## config.mk

```make
export PLATFORM = sky130hd
export DESIGN_NAME = tfhs_queue
export DESIGN_NICKNAME = d
export VERILOG_FILES = /design/src/hw/rtl/tfhs_pkg.sv /design/src/hw/rtl/tfhs_queue.sv
export SDC_FILE = /design/constraint.sdc
export NUM_CORES = 1
export LEC_CHECK = 0
export BUFFER_PORTS_ARGS = -buffer_cell sky130_fd_sc_hd__buf_4
export CAP_MARGIN = 20
export CORE_UTILIZATION = 35
export CTS_BUF_LIST = sky130_fd_sc_hd__clkbuf_8
export DETAILED_ROUTE_END_ITERATION = 10
export PLACE_DENSITY_LB_ADDON = 0.12
export SYNTH_ARGS = -nofsm -noshare
export SYNTH_HDL_FRONTEND = slang
export SYNTH_SLANG_ARGS = --single-unit
```

## constraint.sdc

```tcl
create_clock -name clk -period 3.1 [get_ports clk]
set_input_delay 0.62 -clock clk [delete_from_list [all_inputs] [get_ports clk]]
set_output_delay 0.62 -clock clk [all_outputs]
set_load 0.02 [all_outputs]
```

## src/hw/rtl/tfhs_pkg.sv

```systemverilog
// ----------------------------------------------------------------------------
// tfhs_pkg
// shared types, constants and helpers of the two-fibre stress unit
// ----------------------------------------------------------------------------
`default_nettype none

package tfhs_pkg;

  localparam int DATA_W      = 32;
  localparam int FRAC_W      = 24;
  localparam int K_W         = 31;
  localparam int M_W         = 26;
  localparam int POLY_FB     = 30;
  localparam int POLY_ORDER  = 10;
  localparam int PRE_SH      = POLY_FB - FRAC_W;
  localparam int EXP_N_MAX   = DATA_W - 1 - FRAC_W;
  localparam int QUEUE_DEPTH = 4;

  localparam logic [63:0] LN2_Q60   = 64'h0B17217F7D1CF79A;
  localparam logic [63:0] LOG2E_Q60 = 64'h171547652B82FE17;
  localparam logic [FRAC_W-1:0] LN2_Q   = FRAC_W'(LN2_Q60 >> (60 - FRAC_W));
  localparam logic [30:0]       LOG2E_Q = 31'(LOG2E_Q60 >> 30);

  localparam logic signed [DATA_W-1:0] SAT_MAX = {1'b0, {(DATA_W-1){1'b1}}};
  localparam logic signed [DATA_W-1:0] SAT_MIN = {1'b1, {(DATA_W-1){1'b0}}};
  localparam logic signed [DATA_W-1:0] ONE_Q   = DATA_W'(1) << FRAC_W;
  localparam logic [31:0]              ONE_P   = 32'(1) << POLY_FB;

  typedef enum logic [2:0] {
    REG_K1   = 3'd0,
    REG_K2   = 3'd1,
    REG_A_XX = 3'd2,
    REG_A_XY = 3'd3,
    REG_A_YY = 3'd4,
    REG_B_XX = 3'd5,
    REG_B_XY = 3'd6,
    REG_B_YY = 3'd7
  } reg_idx_t;

  typedef struct packed {
    logic        [K_W-1:0] k1;
    logic        [K_W-1:0] k2;
    logic signed [M_W-1:0] a_xx;
    logic signed [M_W-1:0] a_xy;
    logic signed [M_W-1:0] a_yy;
    logic signed [M_W-1:0] b_xx;
    logic signed [M_W-1:0] b_xy;
    logic signed [M_W-1:0] b_yy;
  } fiber_cfg_t;

  typedef struct packed {
    logic signed [DATA_W-1:0] inv_a;
    logic signed [DATA_W-1:0] inv_b;
    logic                     flag;
  } fb_item_t;

  typedef struct packed {
    logic s1_valid;
    logic s2_valid;
  } front_status_t;

  typedef struct packed {
    logic signed [DATA_W-1:0] v;
    logic                     f;
  } sat_t;

  // clip a wide signed value to the data range
  function automatic sat_t sat_s(input logic signed [71:0] x);
    sat_t res;
    if (x > 72'(SAT_MAX)) begin
      res.v = SAT_MAX;
      res.f = 1'b1;
    end else if (x < 72'(SAT_MIN)) begin
      res.v = SAT_MIN;
      res.f = 1'b1;
    end else begin
      res.v = x[DATA_W-1:0];
      res.f = 1'b0;
    end
    return res;
  endfunction

  // floor(2^32 / k) for the horner divisors
  function automatic logic [32:0] recip(input logic [3:0] k);
    logic [32:0] m;
    case (k)
      4'd1:    m = 33'd4294967296;
      4'd2:    m = 33'd2147483648;
      4'd3:    m = 33'd1431655765;
      4'd4:    m = 33'd1073741824;
      4'd5:    m = 33'd858993459;
      4'd6:    m = 33'd715827882;
      4'd7:    m = 33'd613566756;
      4'd8:    m = 33'd536870912;
      4'd9:    m = 33'd477218588;
      4'd10:   m = 33'd429496729;
      default: m = 33'd0;
    endcase
    return m;
  endfunction

endpackage

`default_nettype wire

```

## src/hw/rtl/tfhs_queue.sv

```systemverilog
// ----------------------------------------------------------------------------
// tfhs_queue
// short item queue between front and back
// ----------------------------------------------------------------------------
`default_nettype none

module tfhs_queue import tfhs_pkg::*; #(
  parameter int DEPTH = QUEUE_DEPTH
) (
  input  logic                       clk,
  input  logic                       rst,
  input  logic                       push,
  input  fb_item_t                   push_item,
  output logic                       pop,
  output fb_item_t                   pop_item,
  output logic [$clog2(DEPTH+1)-1:0] level
);

  localparam int PTR_W = (DEPTH > 1) ? $clog2(DEPTH) : 1;
  localparam int CNT_W = $clog2(DEPTH+1);

  fb_item_t          slots [DEPTH];
  logic [PTR_W-1:0]  wr_ptr, rd_ptr;
  logic [CNT_W-1:0]  count, count_next;

  // the back never stalls, so any waiting item leaves at once
  assign pop      = (count != '0);
  assign pop_item = slots[rd_ptr];
  assign level    = count;

  always_comb begin
    count_next = count;
    if (push && !pop) begin
      count_next = count + CNT_W'(1);
    end else if (pop && !push) begin
      count_next = count - CNT_W'(1);
    end
  end

  always_ff @(posedge clk) begin
    if (rst) begin
      wr_ptr <= '0;
      rd_ptr <= '0;
      count  <= '0;
    end else begin
      count <= count_next;
      if (push) begin
        wr_ptr <= (wr_ptr == PTR_W'(DEPTH-1)) ? '0 : wr_ptr + PTR_W'(1);
      end
      if (pop) begin
        rd_ptr <= (rd_ptr == PTR_W'(DEPTH-1)) ? '0 : rd_ptr + PTR_W'(1);
      end
    end
  end

  always_ff @(posedge clk) begin
    if (push) begin
      slots[wr_ptr] <= push_item;
    end
  end

endmodule

`default_nettype wire

```

# Word level (Yosys, flattened, before mapping)
# Memory sizes are Yosys's and may differ from the RTL's. A register that Yosys moved wholly into a read port is not among the register bits.
# Cells that the tools add are included.
[word_totals] regBits=7 ramBits=260 inputBits=68 word_cells=24 n_memories=1
[memory_table] name="slots" depth=4 word_bits=65 rd=1 rd_ports_with_merged_regs=1 wr=1 line_no="tfhs_queue.sv:22" source="fb_item_t slots [DEPTH];"
[classes] addsub=4 eq_ne=2 n_mux=8 n_reduce_logical=6
[op_table] operator="2-to-1 mux 2 bit" count=4
[op_table] operator="2-to-1 mux 3 bit" count=2
[op_table] operator="adder 2 x 1 -> 2 bit, second input constant" count=2
[op_table] operator="== test 2 bit, second input constant" count=2
[op_table] operator="adder 3 x 1 -> 3 bit, second input constant" count=1
[op_table] operator="nonzero test 3 bit" count=1
[op_table] operator="subtractor 3 x 1 -> 3 bit, second input constant" count=1
[op_table] operator="logical AND 1 bit" count=2
[op_table] operator="logical NOT 1 bit" count=2
[op_table] operator="2-to-1 mux 1 bit" count=2
[op_table] operator="nonzero test 2 bit" count=1

# Depth between registers and ports, before layout
[logic_depth] word_depth=4 depth_mapped=5

# Worst setup path before layout
# OpenSTA, ideal clock, no wires.
[synth_timing] kind="input to register" from="input port push" to="memory slots[0][0] in the netlist's numbering, enable pin" setup_ps=430 arrival_ps=2149 required_time_ps=2670 setup_slack_ps=521 stages=1 n_path_buf=0 path_cell_list="and2_1"
[synth_via] elab_chain_cells=2
[synth_lines] item="start: declaration" line_no="tfhs_queue.sv:12" source="input logic push,"
[synth_lines] item="2-to-1 mux 1 bit" line_no="tfhs_queue.sv:57" source="if (push) begin"
[synth_lines] item="2-to-1 mux 1 bit (not written as such)" line_no="tfhs_queue.sv:58" source="slots[wr_ptr] <= push_item;"
[synth_lines] item="end: declaration" line_no="tfhs_queue.sv:22"
# Every way passes these cells.

==> results.sh <==
export IMPL_cp_cell_sequence="buf_12, mux4_2, buf_4"
export IMPL_hold_violations=0
export IMPL_slew_violations=0
export IMPL_dpl_cell_count=889
export IMPL_cp_end_kind="output pin"
export IMPL_synth_simple_gate_area_share_pct=0.841
export IMPL_clk_path_buf_depth=3
export IMPL_place_hpwl_um=10700
export IMPL_synthMuxAreaShare_pct=15.4
export IMPL_nNetsFinal=640
export IMPL_finalSetupViolations=0
export IMPL_cts_root_buf="clkbuf_8"
export IMPL_cts_setup_buffers=0
export IMPL_finalNonFillerCells=975
export IMPL_die_h_um=169
export IMPL_synth_top_family_by_area="multiplexers"
export IMPL_critPathCapture="pop_item[17]"
export IMPL_grt_pass1_vias=4980
export IMPL_grt_pass1_wl_um=28600
export IMPL_p_leak_uw=0.00419
export IMPL_wl_per_cell_um=19.4
export IMPL_critPathLaunchType="register"
export IMPL_synth_largest_area_cell="edfxtp_1"
export IMPL_via_per_inst=4.68
export IMPL_syn_area_sq_um=9820
export IMPL_cts_resized=0
export IMPL_nFillCells=2375
export IMPL_core_area_sq_um=27300
export IMPL_p_per_area_nw_per_um2=812
export IMPL_num_rows=60
export IMPL_grt_max_degree=51
export IMPL_cts_sinks=269
export IMPL_cp_max_fo=24
export IMPL_cp_top_family="multiplexers"
export IMPL_multi_input_area_sq_um=1720
export IMPL_cts_tree="yes"
export IMPL_htreeDepth=2
export IMPL_vdd_drop_max_uv=391
export IMPL_grt_usage_pct=13.5
export IMPL_arrival_ps=2090
export IMPL_die_width_um=169
export IMPL_register_area_sq_um=8000
export IMPL_gr_total_overflow=0
export IMPL_finalPower_uw=9950
export IMPL_layout_setup_ws_ps=394
export IMPL_synth_xor_area_share_pct=0.178
export IMPL_drcViolationCount=0
export IMPL_drt_pass1_iter_count=4
export IMPL_slowest_delay_ps=570
export IMPL_postSynthRegisterBits=269
export IMPL_layout_commonest_cell="edfxtp_1"
export IMPL_clk_latency_ps=550
export IMPL_numCtsBuffers=47
export IMPL_portBuffers=136
export IMPL_num_vias=4566
export IMPL_crit_required_ps=2480
export IMPL_synthTopCellsByArea="edfxtp_1 (80%), mux4_2 (15%), dfxtp_1 (1.8%)"
export IMPL_final_cell_mix="edfxtp_1 (260), buf_4 (140), mux4_2 (65)"
export IMPL_dieArea_sq_um=28700
export IMPL_status="completed"
export IMPL_relSlewSlack_pct=48.0
export IMPL_r2r_slack_ps=1080
export IMPL_path_clk_slew_ps=50
export IMPL_gp_congestion=0.657
export IMPL_fin_crit_sh_pct=87.3
export IMPL_final_setup_tns_ps=0
export IMPL_slowest_stage="mux4_2"
export IMPL_synthAdderAreaFrac_pct=0.765
export IMPL_timing_rr_start="level[0]"
export IMPL_dp_slack_ps=917
export IMPL_drv_cap=0
export IMPL_start_util_pct=36.0
export IMPL_worstMarginPinSlew_ps=773
export IMPL_synth_area_per_cell_sq_um=25.5
export IMPL_skew_ps=18.9
export IMPL_synth_sequential_area_ratio_pct=81.4
export IMPL_path_buf_inv=2
export IMPL_hold_class="primary input to register"
export IMPL_drive_gt1_share_pct=46.8
export IMPL_drt_iter0_drc=188
export IMPL_rsz0062_at_grt="no"
export IMPL_ys_types=22
export IMPL_regToRegEndpoint="level[2]"
export IMPL_ios=137
export IMPL_synth_top_area_share_pct=79.5
export IMPL_area_delta_synth_final_pct=24.8
export IMPL_r2r_cells=5
export IMPL_crit_type="register to output pin"
export IMPL_syn_inst=385
export IMPL_max_freq_mhz=370
export IMPL_layout_min_cycle_time_ps=2710
export IMPL_synthesis_nets=459
export IMPL_synth_compound_area_share_pct=0.280
export IMPL_ant_nets=0
export IMPL_antenna_found_initial=0
export IMPL_diodes=0
export IMPL_wl_um=18900
export IMPL_cts_hold_buf=0
export IMPL_cp_depth=3
export IMPL_yosysWarningCount=0
## through the flow
stage	hold slack [ps]	instance area (sq um)	util (%)
after floorplan	463	9820	-
after global placement	479	11400	41.8
after detailed placement	500	11400	41.8
after CTS	217	12200	44.9
after global routing	229	12200	44.9
final	264	12200	44.9
## metal layers
| layer | GRT usage (%) | part of all wire [%] |
|---|---|---|
| met1 | 16.9 | 43 |
| met2 | 22.0 | 49 |
| met3 | 4.22 | 6.4 |
| met4 | 4.86 | 2.4 |
| met5 | 0 | 0 |
## synth_stat cells
cell,instances
mux4_2,65
nand2_1,1
nor2_1,6
o21ai_0,2
edfxtp_1,260
buf_4,1
nor2b_1,1
buf_2,7
a21oi_1,2
xor2_1,2
a21o_1,1
ha_1,6
inv_1,3
or3_2,1
or3_1,2
and2_1,4
mux2_4,1
dfxtp_1,9
clkbuf_1,2
buf_6,5
nor3_1,1
mux2i_1,3
## how the worst min path moves through the flow
stage / startpoint / end / depth (start not counted)
floorplan: rd_ptr[0] / register / 2
global placement: rd_ptr[0] / register / 2
detailed placement: rd_ptr[0] / register / 2
CTS: push_item[15] / slots[2][15] / 1
global route: push_item[24] / slots[3][24] / 1
finish: push_item[19] / slots[2][19] / 1
## logic make-up (layout without fill, tap and decap cells)
logic type / count (synthesis) / in the layout
XOR/XNOR: 2 / 2
buffers and inverters: 18 / 236
adder cells (fa/ha/maj): 6 / 6
multiplexers: 69 / 69
AO/OA/AOI/OAI: 5 / 5
flip-flops: 269 / 269
AND/OR/NAND/NOR: 16 / 16
## state kept, by name, summed over array words and instances, names as in the netlist, named ones only
| register | count |
|---|---|
| wr_ptr | 2 |
| level | 3 |
| rd_ptr | 2 |
| slots | 260 |
## worst register-to-register path, stage by stage (launching register included)
cell and delay, ps:
dfxtp_1 370, nor3_1 660, ha_1 320, o21ai_0 100
a21o_1 170, mux2_4 290
## final cells by class
type                            instances  area share, %
Clock inverter                         37           1.55
Clock buffer                           49           5.51
Tap cell                              372           3.80
Sequential cell                       269           65.3
Timing Repair Buffer                  147           9.72
Multi-Input combinational cell         98           14.1
Inverter                                3         0.0919
## where the power goes
part	internal [uW]	switching (uW)
registers	4200	150
logic	1310	1370
clock network	1550	1370
total	7060	2890
Power figures use the tool's default switching activity.
